$ cat src/txs_pkg.sv
// ----------------------------------------------------------------------------
// txs_pkg
// Shared types, constants and arithmetic helpers for the texture sampler.
// ----------------------------------------------------------------------------
package txs_pkg;

   localparam int MAX_WIDTH_DEF  = 256;
   localparam int MAX_HEIGHT_DEF = 256;
   localparam int CFG_W          = 9;
   localparam int ADDR_W         = 16;
   localparam int TEXEL_W        = 24;
   localparam int COORD_W        = 17;
   localparam int FRAC_W         = 17;
   localparam int CHAN_OUT_W     = 16;
   localparam int QUEUE_DEPTH    = 4;
   localparam logic [FRAC_W-1:0] ONE_Q16  = 17'h10000;
   localparam logic [FRAC_W-1:0] HALF_Q16 = 17'h08000;

   typedef enum logic [1:0] {
      REG_WIDTH  = 2'd0,
      REG_HEIGHT = 2'd1,
      REG_PITCH  = 2'd2,
      REG_FILTER = 2'd3
   } csr_index_type;

   typedef enum logic {
      OP_WRITE  = 1'b0,
      OP_SAMPLE = 1'b1
   } op_type;

   typedef enum logic {
      FILTER_NEAREST  = 1'b0,
      FILTER_BILINEAR = 1'b1
   } filter_type;

   typedef struct packed {
      logic [CFG_W-1:0] tex_width;
      logic [CFG_W-1:0] tex_height;
      logic [CFG_W-1:0] row_pitch;
      filter_type       filter_mode;
   } cfg_type;

   // one queued job: a texel write or a sample with its four fetch addresses
   typedef struct packed {
      op_type              op;
      logic [ADDR_W-1:0]   addr00;
      logic [ADDR_W-1:0]   addr10;
      logic [ADDR_W-1:0]   addr01;
      logic [ADDR_W-1:0]   addr11;
      logic [FRAC_W-1:0]   frac_x;
      logic [FRAC_W-1:0]   frac_y;
      logic [TEXEL_W-1:0]  wdata;
   } job_type;

   // c0*(1-f) + c1*f in Q8.16, written as c0<<16 + (c1-c0)*f
   function automatic logic [23:0] lerp_h(input logic [7:0] c0, input logic [7:0] c1,
                                          input logic [FRAC_W-1:0] f);
      logic signed [8:0]  d;
      logic signed [26:0] s;
      d = $signed({1'b0, c1}) - $signed({1'b0, c0});
      s = $signed({3'b0, c0, 16'b0}) + 27'(d) * 27'($signed({1'b0, f}));
      return s[23:0];
   endfunction

   // top*(1-f) + bot*f in Q8.32, truncated to 8.8
   function automatic logic [CHAN_OUT_W-1:0] lerp_v(input logic [23:0] top,
                                                    input logic [23:0] bot,
                                                    input logic [FRAC_W-1:0] f);
      logic signed [24:0] d;
      logic signed [42:0] s;
      d = $signed({1'b0, bot}) - $signed({1'b0, top});
      s = $signed({3'b0, top, 16'b0}) + 43'(d) * 43'($signed({1'b0, f}));
      return s[39:24];
   endfunction

endpackage

$ cat src/txs_queue.sv
// ----------------------------------------------------------------------------
// txs_queue
// Short job queue that decouples the front and back halves.
// ----------------------------------------------------------------------------
module txs_queue import txs_pkg::*; #(
   parameter int DEPTH = QUEUE_DEPTH
) (
   input  logic    clock,
   input  logic    reset,
   input  logic    push,
   input  job_type push_job,
   output logic    full,
   input  logic    pop,
   output logic    empty,
   output job_type pop_job
);

   localparam int PTR_W = (DEPTH > 1) ? $clog2(DEPTH) : 1;
   localparam int CNT_W = $clog2(DEPTH + 1);

   job_type            entry_ff [DEPTH];
   logic [PTR_W-1:0]   wr_ptr_ff, wr_ptr_in, rd_ptr_ff, rd_ptr_in;
   logic [CNT_W-1:0]   count_ff, count_in;

   assign full    = (count_ff == CNT_W'(DEPTH));
   assign empty   = (count_ff == '0);
   assign pop_job = entry_ff[rd_ptr_ff];

   // pointer and fill count update
   always_comb begin
      wr_ptr_in = wr_ptr_ff;
      rd_ptr_in = rd_ptr_ff;
      count_in  = count_ff;
      if (push) begin
         wr_ptr_in = (wr_ptr_ff == PTR_W'(DEPTH - 1)) ? '0 : wr_ptr_ff + PTR_W'(1);
      end
      if (pop) begin
         rd_ptr_in = (rd_ptr_ff == PTR_W'(DEPTH - 1)) ? '0 : rd_ptr_ff + PTR_W'(1);
      end
      if (push && !pop) begin
         count_in = count_ff + CNT_W'(1);
      end else if (pop && !push) begin
         count_in = count_ff - CNT_W'(1);
      end
   end

   always_ff @(posedge clock) begin
      if (reset) begin
         wr_ptr_ff <= '0;
         rd_ptr_ff <= '0;
         count_ff  <= '0;
      end else begin
         wr_ptr_ff <= wr_ptr_in;
         rd_ptr_ff <= rd_ptr_in;
         count_ff  <= count_in;
      end
      if (push) begin
         entry_ff[wr_ptr_ff] <= push_job;
      end
   end

   // checks
   a_count_bound: assert property (@(posedge clock) disable iff (reset)
      count_ff <= CNT_W'(DEPTH)) else $error("queue count beyond depth");
   a_no_overflow: assert property (@(posedge clock) disable iff (reset)
      push |-> !full) else $error("push into full queue");
   a_no_underflow: assert property (@(posedge clock) disable iff (reset)
      pop |-> !empty) else $error("pop from empty queue");
   a_ptr_gap: assert property (@(posedge clock) disable iff (reset)
      (count_ff == '0) |-> (wr_ptr_ff == rd_ptr_ff)) else $error("pointers disagree");

endmodule

$ cat config.mk
export PLATFORM = sky130hd
export DESIGN_NAME = txs_queue
export DESIGN_NICKNAME = d
export VERILOG_FILES = /design/src/txs_pkg.sv /design/src/txs_queue.sv
export SDC_FILE = /design/constraint.sdc
export NUM_CORES = 1
export LEC_CHECK = 0
export ABC_AREA = 1
export BUFFER_PORTS_ARGS = -buffer_cell sky130_fd_sc_hd__buf_2
export CORE_MARGIN = 3
export CORE_UTILIZATION = 62
export DETAILED_ROUTE_END_ITERATION = 7
export GPL_ROUTABILITY_DRIVEN = 0
export MAX_ROUTING_LAYER = met4
export PLACE_DENSITY = 0.85
export SYNTH_ARGS = -nofsm -noshare
export SYNTH_HDL_FRONTEND = slang
export SYNTH_SLANG_ARGS = --single-unit
export TNS_END_PERCENT = 10
$ cat constraint.sdc
create_clock -name clock -period 11 [get_ports clock]
set_clock_uncertainty 0.2 [all_clocks]
set_input_delay 1.1 -clock clock [delete_from_list [all_inputs] [get_ports clock]]
set_output_delay 1.1 -clock clock [all_outputs]
set_load 0.02 [all_outputs]
==> results.sh <==
export IMPL_post_drt_wl_per_cell_um=20.5
export IMPL_synth_area_um2=19100
export IMPL_wl_met2_um=19500
export IMPL_drv_cap=0
export IMPL_htree_levels=2
export IMPL_drtIter0Drc=1078
export IMPL_status="complete, no violations"
export IMPL_post_cts_resized=0
export IMPL_synthAdderAreaFrac=0.00498
export IMPL_rrSetupSlack_ns=8.31
export IMPL_row_count=63
export IMPL_synthMuxAreaShare=0
export IMPL_antenna_found_initial=12
export IMPL_cp_end_kind="output pin"
export IMPL_fin_crit_ns=4.90
export IMPL_grt_usage=0.240
export IMPL_route_detailed_drc=0
export IMPL_final_util=0.729
export IMPL_cts_root_buf="clkbuf_16"
export IMPL_synthXorXnorAreaFrac=0.000459
export IMPL_dr_wl_met3_um=3820
export IMPL_slew_violations=0
export IMPL_grt_pass1_vias=11300
export IMPL_dr_pass1_iters=5
export IMPL_synth_cells=1248
export IMPL_crit_fanout=150
export IMPL_ys_warn_count=0
export IMPL_port_buffers=251
export IMPL_syn_nets=1382
export IMPL_area_growth_pct=14.6
export IMPL_p_per_area_nw_per_um2=192
export IMPL_hold_path_depth=2
export IMPL_drt_met1_wl_um=15300
export IMPL_cts_made_buffers=48
export IMPL_final_common_cell="edfxtp_1"
export IMPL_fmax_ghz=0.204
export IMPL_drive_above_1_share=0.272
export IMPL_holdWs_ns=0.341
export IMPL_dieHeight_um=181
export IMPL_post_dp_cell_area_um2=20400
export IMPL_initial_core_util=0.636
export IMPL_clk_pin_slew_ns=0.06
export IMPL_vias=11300
export IMPL_hpwl_um=21900
export IMPL_topRoutingLayerUsed="met4"
export IMPL_p_leak_nw=7.62
export IMPL_synth_area_leaders="edfxtp_1, nor2_1, o21ai_0"
export IMPL_critPathRequiredTime_ns=9.70
export IMPL_grt_pass1_wl_um=60700
export IMPL_cts_buffer_depth=3
export IMPL_synth_top_family_by_area="compound AO/OA/AOI/OAI gates"
export IMPL_core_region_area_um2=30000
export IMPL_hp_start="rd_ptr_ff[1]$_SDFFE_PP0P_"
export IMPL_ir_drop_mv=0.194
export IMPL_ctsHoldBuffers=0
export IMPL_grt_ovfl_total=0
export IMPL_hold_violations=0
export IMPL_crit_type="flip-flop to output pin"
export IMPL_yosysSeqAreaShare=0.783
export IMPL_postSynthAreaPerCell_um2=15.3
export IMPL_period_share=0.446
export IMPL_setup_viol=0
export IMPL_postLayoutCellArea_um2=21900
export IMPL_post_cts_buffers=0
export IMPL_ant_nets=0
export IMPL_worstReg2RegEnd="entry_ff[3][36]$_DFFE_PP_"
export IMPL_design_die_area_um2=32900
export IMPL_final_cell_mix="edfxtp_1, buf_2, nor2_1, o21ai_0, o21ai_1"
export IMPL_ys_seq_elements=501
export IMPL_fin_tns_setup_ns=0
export IMPL_drt_wl_total_um=39300
export IMPL_arrival_ns=3.60
export IMPL_cts_num_sinks=501
export IMPL_yosys_area_share_simple=0.0584
export IMPL_synth_top_cell_by_area="edfxtp_1"
export IMPL_ys_types=24
export IMPL_cts_tree="done"
export IMPL_grt_max_degree=151
export IMPL_viasPerCell=5.86
export IMPL_synth_compound_area_frac=0.119
export IMPL_timing_rr_start="wr_ptr_ff[0]$_SDFFE_PP0P_"
export IMPL_nFillCells=1815
export IMPL_critPathLaunchType="flip-flop"
export IMPL_hp_class="flip-flop to flip-flop"
export IMPL_rr_worst_depth=4
export IMPL_dieWidth_um=181
export IMPL_worst_slew_pin_slew_ns=1.09
export IMPL_num_io_pins=252
export IMPL_relSlewSlack=0.271
export IMPL_nNetsFinal=1614
export IMPL_clk_latency_ns=0.54
export IMPL_rsz0062_at_grt="no"
export IMPL_synth_top_area_frac=0.774
==> through the flow <==
| step | setup WS (ns) | total power, mW | cells |
|---|---|---|---|
| 2_1_floorplan | 6.82 | 2.56 | 1248 |
| 3_3_place_gp | 6.84 | 2.70 | 1820 |
| 3_5_place_dp | 6.79 | 2.71 | 1820 |
| 4_1_cts | 6.19 | 4.23 | 1907 |
| 5_1_grt | 5.93 | 4.36 | 1919 |
| 6_report | 6.10 | 4.21 | 1919 |
==> kinds of logic after synthesis <==
family,after synthesis
fa+ha+maj,7
buf+inv,96
simple gates,268
xor+xnor,1
compound gates,375
flops,501
==> worst max-delay path by stage <==
stage | to | slack, ns | cells after the start
global route | pop_job[116] | 5.93 | 5
global placement | pop_job[116] | 6.84 | 5
finish | pop_job[116] | 6.10 | 5
floorplan | entry_ff[3][0]$_DFFE_PP_ | 6.82 | 2
detailed placement | pop_job[116] | 6.79 | 5
CTS | pop_job[116] | 6.19 | 5
==> per-layer routing <==
layer,track usage,up-vias
li1,-,5203
met1,0.310,5501
met2,0.384,490
met3,0.0677,57
met4,0.0619,0
met5,-,-
==> synth_stat cells <==
master / instances
edfxtp_1: 492
nor2_1: 214
o21ai_0: 129
o21ai_1: 120
o22ai_1: 83
nor2_2: 40
o22ai_2: 40
clkbuf_1: 25
buf_2: 23
buf_6: 17
inv_1: 14
buf_4: 10
dfxtp_1: 9
nand2_1: 8
ha_1: 6
buf_12: 5
nor3_1: 4
a21oi_1: 3
fa_1: 1
inv_2: 1
inv_4: 1
nand3_1: 1
nand4_1: 1
xor2_1: 1
==> flip-flops by register name (all words and copies together) (netlist names), named ones only <==
register   cells
count_ff       3
wr_ptr_ff      2
rd_ptr_ff      2
entry_ff     492
==> final cells by class <==
class                           count  area [µm²]  share of cell area
Antenna cell                       12        30.0             0.00137
Clock buffer                       61        1290              0.0591
Clock inverter                     26         183             0.00835
Inverter                           16        90.1             0.00412
Multi-Input combinational cell    651        3500               0.160
Sequential cell                   501       15000               0.684
Tap cell                          390         488              0.0223
Timing Repair Buffer              262        1340              0.0612
==> critical path, stage by stage, from the launching register on <==
cell     delay (ns)
dfxtp_4        0.53
inv_8          0.71
buf_4          0.93
o21ai_0        0.17
o22ai_1        0.27
buf_2          0.23
==> where the power goes <==
part | leakage [nW] | switching, mW | internal, mW
Sequential | 4.59 | 0.0270 | 2.18
Combinational | 2.32 | 0.326 | 0.138
Clock | 0.713 | 0.658 | 0.876
Note: power is estimated with default switching activity, not from simulation.
