## src/txs_pkg.sv

```systemverilog
// ----------------------------------------------------------------------------
// txs_pkg
// Shared types, constants and arithmetic helpers for the texture sampler.
// ----------------------------------------------------------------------------
package txs_pkg;

   localparam int MAX_WIDTH_DEF  = 256;
   localparam int MAX_HEIGHT_DEF = 256;
   localparam int CFG_W          = 9;
   localparam int ADDR_W         = 16;
   localparam int TEXEL_W        = 24;
   localparam int COORD_W        = 17;
   localparam int FRAC_W         = 17;
   localparam int CHAN_OUT_W     = 16;
   localparam int QUEUE_DEPTH    = 4;
   localparam logic [FRAC_W-1:0] ONE_Q16  = 17'h10000;
   localparam logic [FRAC_W-1:0] HALF_Q16 = 17'h08000;

   typedef enum logic [1:0] {
      REG_WIDTH  = 2'd0,
      REG_HEIGHT = 2'd1,
      REG_PITCH  = 2'd2,
      REG_FILTER = 2'd3
   } csr_index_type;

   typedef enum logic {
      OP_WRITE  = 1'b0,
      OP_SAMPLE = 1'b1
   } op_type;

   typedef enum logic {
      FILTER_NEAREST  = 1'b0,
      FILTER_BILINEAR = 1'b1
   } filter_type;

   typedef struct packed {
      logic [CFG_W-1:0] tex_width;
      logic [CFG_W-1:0] tex_height;
      logic [CFG_W-1:0] row_pitch;
      filter_type       filter_mode;
   } cfg_type;

   // one queued job: a texel write or a sample with its four fetch addresses
   typedef struct packed {
      op_type              op;
      logic [ADDR_W-1:0]   addr00;
      logic [ADDR_W-1:0]   addr10;
      logic [ADDR_W-1:0]   addr01;
      logic [ADDR_W-1:0]   addr11;
      logic [FRAC_W-1:0]   frac_x;
      logic [FRAC_W-1:0]   frac_y;
      logic [TEXEL_W-1:0]  wdata;
   } job_type;

   // c0*(1-f) + c1*f in Q8.16, written as c0<<16 + (c1-c0)*f
   function automatic logic [23:0] lerp_h(input logic [7:0] c0, input logic [7:0] c1,
                                          input logic [FRAC_W-1:0] f);
      logic signed [8:0]  d;
      logic signed [26:0] s;
      d = $signed({1'b0, c1}) - $signed({1'b0, c0});
      s = $signed({3'b0, c0, 16'b0}) + 27'(d) * 27'($signed({1'b0, f}));
      return s[23:0];
   endfunction

   // top*(1-f) + bot*f in Q8.32, truncated to 8.8
   function automatic logic [CHAN_OUT_W-1:0] lerp_v(input logic [23:0] top,
                                                    input logic [23:0] bot,
                                                    input logic [FRAC_W-1:0] f);
      logic signed [24:0] d;
      logic signed [42:0] s;
      d = $signed({1'b0, bot}) - $signed({1'b0, top});
      s = $signed({3'b0, top, 16'b0}) + 43'(d) * 43'($signed({1'b0, f}));
      return s[39:24];
   endfunction

endpackage

```

## src/txs_front.sv

```systemverilog
// ----------------------------------------------------------------------------
// txs_front
// Accepts items, scales coordinates, finds base texels and fractions and
// forms the store addresses of each job.
// ----------------------------------------------------------------------------
module txs_front import txs_pkg::*; #(
   parameter int MAX_WIDTH  = MAX_WIDTH_DEF,
   parameter int MAX_HEIGHT = MAX_HEIGHT_DEF
) (
   input  logic                clock,
   input  logic                reset,
   input  cfg_type             cfg,
   input  logic                in_valid,
   output logic                in_ready,
   input  logic                in_operation,
   input  logic [ADDR_W-1:0]   in_texel_address,
   input  logic [TEXEL_W-1:0]  in_texel_value,
   input  logic [COORD_W-1:0]  in_coord_u,
   input  logic [COORD_W-1:0]  in_coord_v,
   output logic                push,
   input  logic                queue_full,
   output job_type             job
);

   localparam int MAX_DIM = (MAX_WIDTH > MAX_HEIGHT) ? MAX_WIDTH : MAX_HEIGHT;
   localparam int SW      = $clog2(MAX_DIM + 1);
   localparam int IW      = $clog2(MAX_DIM);
   localparam int PW      = COORD_W + SW;

   logic                front_adv;
   logic [SW-1:0]       w_size, h_size;

   logic                f1_valid_ff, f1_valid_in;
   op_type              f1_op_ff;
   logic [ADDR_W-1:0]   f1_addr_ff;
   logic [TEXEL_W-1:0]  f1_value_ff;
   logic [COORD_W-1:0]  f1_u_ff, f1_v_ff;

   logic                f2_valid_ff;
   op_type              f2_op_ff;
   logic [ADDR_W-1:0]   f2_addr_ff;
   logic [TEXEL_W-1:0]  f2_value_ff;
   logic [PW-1:0]       f2_px_ff, f2_py_ff;

   logic                f3_valid_ff;
   op_type              f3_op_ff;
   logic [ADDR_W-1:0]   f3_addr_ff;
   logic [TEXEL_W-1:0]  f3_value_ff;
   logic [IW-1:0]       f3_x_ff, f3_y_ff, x_in, y_in;
   logic [FRAC_W-1:0]   f3_fx_ff, f3_fy_ff, fx_in, fy_in;

   logic [IW+CFG_W-1:0] row_off;
   logic [ADDR_W-1:0]   a00, a01;

   // clamp a size register into 2..max
   function automatic logic [SW-1:0] clamp_size(input logic [CFG_W-1:0] s, input int maxv);
      logic [SW-1:0] r;
      if (s < CFG_W'(2))             r = SW'(2);
      else if (32'(s) > 32'(maxv))   r = SW'(maxv);
      else                           r = SW'(s);
      return r;
   endfunction

   // base index and fraction of one axis
   function automatic logic [IW+FRAC_W-1:0] axis(input logic [PW-1:0] p,
                                                 input logic [SW-1:0] size,
                                                 input filter_type mode);
      logic [PW-1:0]       q;
      logic [PW-1:0]       rem;
      logic [SW:0]         b;
      logic [SW:0]         bmax;
      logic [SW:0]         tmax;
      logic [IW-1:0]       base;
      logic [FRAC_W-1:0]   frac;
      q    = p - PW'(HALF_Q16);
      bmax = {1'b0, size} - (SW+1)'(2);
      tmax = {1'b0, size} - (SW+1)'(1);
      rem  = q - {bmax, 16'b0};
      base = '0;
      frac = '0;
      if (mode == FILTER_NEAREST) begin
         b    = p[PW-1:16];
         base = (b > tmax) ? IW'(tmax) : IW'(b);
      end else if (p >= PW'(HALF_Q16)) begin
         b = q[PW-1:16];
         if (b > bmax) begin
            base = IW'(bmax);
            frac = (rem > PW'(ONE_Q16)) ? ONE_Q16 : rem[FRAC_W-1:0];
         end else begin
            base = IW'(b);
            frac = {1'b0, q[15:0]};
         end
      end
      return {base, frac};
   endfunction

   assign w_size    = clamp_size(cfg.tex_width, MAX_WIDTH);
   assign h_size    = clamp_size(cfg.tex_height, MAX_HEIGHT);
   assign front_adv = !f3_valid_ff || !queue_full;
   assign in_ready  = front_adv;
   assign f1_valid_in = in_valid;

   // stage 1: capture
   always_ff @(posedge clock) begin
      if (reset) begin
         f1_valid_ff <= 1'b0;
      end else if (front_adv) begin
         f1_valid_ff <= f1_valid_in;
      end
      if (front_adv) begin
         f1_op_ff    <= op_type'(in_operation);
         f1_addr_ff  <= in_texel_address;
         f1_value_ff <= in_texel_value;
         f1_u_ff     <= in_coord_u;
         f1_v_ff     <= in_coord_v;
      end
   end

   // stage 2: scale coordinates by size
   always_ff @(posedge clock) begin
      if (reset) begin
         f2_valid_ff <= 1'b0;
      end else if (front_adv) begin
         f2_valid_ff <= f1_valid_ff;
      end
      if (front_adv) begin
         f2_op_ff    <= f1_op_ff;
         f2_addr_ff  <= f1_addr_ff;
         f2_value_ff <= f1_value_ff;
         f2_px_ff    <= PW'(f1_u_ff) * PW'(w_size);
         f2_py_ff    <= PW'(f1_v_ff) * PW'(h_size);
      end
   end

   // stage 3: base and fraction per axis
   assign {x_in, fx_in} = axis(f2_px_ff, w_size, cfg.filter_mode);
   assign {y_in, fy_in} = axis(f2_py_ff, h_size, cfg.filter_mode);

   always_ff @(posedge clock) begin
      if (reset) begin
         f3_valid_ff <= 1'b0;
      end else if (front_adv) begin
         f3_valid_ff <= f2_valid_ff;
      end
      if (front_adv) begin
         f3_op_ff    <= f2_op_ff;
         f3_addr_ff  <= f2_addr_ff;
         f3_value_ff <= f2_value_ff;
         f3_x_ff     <= x_in;
         f3_y_ff     <= y_in;
         f3_fx_ff    <= fx_in;
         f3_fy_ff    <= fy_in;
      end
   end

   // store addresses, wrapping modulo the store depth
   assign row_off = f3_y_ff * cfg.row_pitch;
   assign a00     = ADDR_W'(row_off) + ADDR_W'(f3_x_ff);
   assign a01     = a00 + ADDR_W'(cfg.row_pitch);

   always_comb begin
      job.op     = f3_op_ff;
      job.frac_x = f3_fx_ff;
      job.frac_y = f3_fy_ff;
      job.wdata  = f3_value_ff;
      if (f3_op_ff == OP_WRITE) begin
         job.addr00 = f3_addr_ff;
         job.addr10 = f3_addr_ff;
         job.addr01 = f3_addr_ff;
         job.addr11 = f3_addr_ff;
      end else if (cfg.filter_mode == FILTER_NEAREST) begin
         job.addr00 = a00;
         job.addr10 = a00;
         job.addr01 = a00;
         job.addr11 = a00;
      end else begin
         job.addr00 = a00;
         job.addr10 = a00 + ADDR_W'(1);
         job.addr01 = a01;
         job.addr11 = a01 + ADDR_W'(1);
      end
   end

   assign push = f3_valid_ff && !queue_full;

endmodule

```

## config.mk

```make
export PLATFORM = sky130hd
export DESIGN_NAME = txs_front
export DESIGN_NICKNAME = d
export VERILOG_FILES = /design/src/txs_pkg.sv /design/src/txs_front.sv
export SDC_FILE = /design/constraint.sdc
export NUM_CORES = 1
export LEC_CHECK = 0
export BUFFER_PORTS_ARGS = -buffer_cell sky130_fd_sc_hd__buf_2
export CAP_MARGIN = 15
export CORE_MARGIN = 2
export CORE_UTILIZATION = 40
export CTS_CLUSTER_DIAMETER = 40
export CTS_CLUSTER_SIZE = 25
export DETAILED_ROUTE_END_ITERATION = 7
export PLACE_DENSITY = 0.54
export SYNTH_ARGS = -nofsm -noshare
export SYNTH_HDL_FRONTEND = slang
export SYNTH_SLANG_ARGS = --single-unit
export TNS_END_PERCENT = 5
```

## constraint.sdc

```tcl
create_clock -name clock -period 22.3 [get_ports clock]
set_clock_uncertainty 0.05 [all_clocks]
set_input_delay 3.345 -clock clock [delete_from_list [all_inputs] [get_ports clock]]
set_output_delay 3.345 -clock clock [all_outputs]
set_load 0.01 [all_outputs]
```

==> qor.yml <==
critical_path:
  path_max_fanout: 9
  r2r_slack_ns: 16.77
  cp_data_arrival_time_ns: 9.60
  startpoint_type: "input pin"
  crit_required_ns: 18.91
  endpoint_kind: "output port"
  r2r-start: "f1_u_ff[7]$_DFFE_PP_"
  r2r_cells: 18
  path_class: "input pin to output port"
  r2r-end: "f2_px_ff[25]$_DFFE_PP_"
cells_and_area:
  seq_area_um2: 7838
  antenna_cells: 0
  nFillCells: 5882
  drive_gt1_share_pct: 13.90
  multi_input_area_um2: 15240
  synthToLayoutAreaGrowth_pct: 14.32
  nNetsFinal: 3243
drt:
  drc: 0
  vias_per_cell: 5.004
  wire_per_inst_um: 17.22
  wl_met2_um: 29140
  top_layer_used: "met5"
  firstDrtPassIters: 7
  totalWireLength_um: 61240
  final_antenna_net_count: 0
  wl_met3_um: 2769
  num_vias: 17793
  drtIter0Drc: 1019
  drt-met1-wl_um: 27600
synth:
  synthCells: 2464
  synth_top_family_by_area: "adder cells"
  yosys_warnings: 0
  synth_compound_area_share_pct: 8.753
  ys_ff_latch: 262
  synth_mux_area_share_pct: 1.424
  synthAdderAreaFrac_pct: 30.76
  ys_async_sr_fraction_pct: 0
  synth_area_leaders: "edfxtp_1, fa_1, ha_1, inv_1, and2_1"
  ys.flop_type: "edfxtp_1"
  synth_top_area_share_pct: 31.27
  synth.largest_area_cell: "edfxtp_1"
  avgSynthCellArea_um2: 10.09
  post_synth_xor_area_fraction_pct: 4.573
  synthesis.area_um2: 24870
  seq_area_frac_synth_pct: 31.51
  synth_edf_count: 259
  synthSimpleGateAreaFrac_pct: 15.65
  synth_cell_types: 78
global_routing:
  grt_max_degree: 86
  antenna_found_initial: 1
  grt_usage_pct: 19.55
  grt_pass1_wl_um: 99620
  first_global_vias: 18736
  overflow: 0
clock_tree:
  postCtsSetupBuffers: 0
  insertion_delay_ns: 0.56
  hold_buffers: 0
  htreeDepth: 2
  clockBufferDepth: 3
  cts_root_buf: "clkbuf_16"
  cts_sinks: 262
  ctsResizeCount: 0
  clk_pin_slew_ns: 0.05
  cts_buffers: 44
  cts_tree: "yes"
timing:
  min_period_ns: 12.99
  slew_headroom_pct: 24.22
  final-setup-viol-count: 0
  finalSetupTns_ns: 0
  hold_viol: 0
  rsz0062_at_grt: "false"
  final_max_slew_viol_count: 0
  post-route-period-util_pct: 58.26
  tightestPinTransition_ns: 1.132
  timing.fmax_ghz: 0.07697
die:
  pin_count: 232
  dieArea_um2: 64190
  start_util_pct: 40.38
  row_count: 91
  core_area_um2: 61600
  fp.dieW_um: 253.4
  die_y_um: 253.4
min_path:
  hold-path-cell-count: 0
  hold_path_startpoint: "f1_value_ff[17]$_DFFE_PP_"
  hold_path_class: "flop to flop"
  whs_endpoint: "f2_value_ff[17]$_DFFE_PP_"
run:
  maxCapViolCount: 0
place:
  place.gp.congestion: 0.8731
  port_buffers: 231
  hpwl_um: 47920
status:
  outcome: "finished clean"
worst max path at each step:
stage                          start  endpoint  slack, ns  cells past startpoint
after floorplan           queue_full  in_ready      10.05                      1
after global placement        cfg[1]   job[70]       9.53                     24
after detailed placement      cfg[1]   job[70]       9.34                     24
after CTS                     cfg[1]   job[70]       9.30                     24
after global routing          cfg[1]   job[70]       8.83                     24
final                         cfg[1]   job[70]       9.31                     24
layout by cell type (no fill, tap or decap), types with 11 or more instances in the layout:
master | Yosys | routed
and3_1 | 11 | 11
inv_1 | 395 | 395
o21bai_1 | 12 | 12
and2_1 | 213 | 213
nand2_1 | 266 | 265
a21oi_1 | 120 | 120
xnor2_1 | 88 | 88
a211oi_1 | 16 | 16
mux2_2 | 11 | 11
nand2b_1 | 18 | 18
nor2_1 | 98 | 98
clkbuf_16 | 0 | 46
buf_4 | 1 | 24
ha_1 | 189 | 189
nor4_1 | 19 | 19
nor3_1 | 32 | 32
nand4_1 | 11 | 11
o21a_1 | 26 | 26
edfxtp_1 | 259 | 259
xor2_1 | 40 | 40
o21ai_0 | 51 | 50
a31oi_1 | 13 | 13
mux2i_1 | 23 | 23
a21o_1 | 29 | 29
fa_1 | 264 | 264
buf_2 | 0 | 231
nand3_1 | 34 | 34
nor2b_1 | 25 | 20
cell type report:
class	count	area share, %
Clock buffer	46	4.048
Tap cell	837	3.683
Clock inverter	36	1.149
Inverter	397	5.241
Timing Repair Buffer	255	4.700
Multi-Input combinational cell	1723	53.61
Sequential cell	262	27.56
Yosys cell counts, types with 25 or more instances:
master / number
ha_1: 189
fa_1: 264
a21oi_1: 120
nand3_1: 34
nor2_1: 98
and2_1: 213
a21o_1: 29
nor2b_1: 25
clkbuf_1: 63
xnor2_1: 88
xor2_1: 40
o21ai_0: 51
edfxtp_1: 259
o21a_1: 26
inv_1: 395
nand2_1: 266
nor3_1: 32
worst max-delay path, cell delays in order:
cell and delay [ns]:
buf_2 0.18, nand2_1 0.10, fa_1 0.52, fa_1 0.55, inv_1 0.06, fa_1 0.53, inv_1 0.05, fa_1 0.53
inv_1 0.04, ha_1 0.36, a21oi_2 0.26, o21ai_0 0.15, xnor2_1 0.30, inv_1 0.12, ha_1 0.22, nor3_1 0.34
a21boi_0 0.28, or2_2 0.24, xnor2_1 0.16, o41ai_1 0.60, nand3_1 0.19, xor2_1 0.18, a21oi_1 0.14, buf_2 0.15
per-stage QoR:
step	area (µm²)	hold WS, ns	cells	utilization, %	setup WS (ns)
final	28430	0.3528	3556	46.16	9.308
after floorplan	24880	0.3503	2465	-	10.05
after CTS	28430	0.3496	3556	46.16	9.304
after global routing	28430	0.3664	3556	46.16	8.827
after global placement	26960	0.3508	3474	43.76	9.531
after detailed placement	26960	0.3545	3474	43.76	9.344
registers in the layout, summed over array words and instances, names as in the netlist, 8 cells and up:
register / count
f3_fx_ff: 17
f2_px_ff: 26
f1_value_ff: 24
f2_py_ff: 26
f2_addr_ff: 16
f3_value_ff: 24
f3_fy_ff: 17
f1_u_ff: 17
f1_v_ff: 17
f3_x_ff: 8
f2_value_ff: 24
f1_addr_ff: 16
f3_y_ff: 8
f3_addr_ff: 16
per-layer routing:
layer	track usage, %	vias to the layer above
li1	-	8546
met1	25.90	8755
met2	33.14	406
met3	2.755	84
met4	6.002	2
met5	0	-
kinds of logic (layout without fill, tap and decap cells):
kind of cell / Yosys count / count (layout)
buffers and inverters: 480 / 734
XOR/XNOR: 129 / 129
multiplexers: 34 / 34
flip-flops: 262 / 262
AND/OR/NAND/NOR: 770 / 770
adder cells (fa/ha/maj): 453 / 453
other: 1 / 2
AO/OA/AOI/OAI: 335 / 335
Power is not shown: default switching activity piles up to over one toggle a cycle in this logic, so the estimate is an artifact.
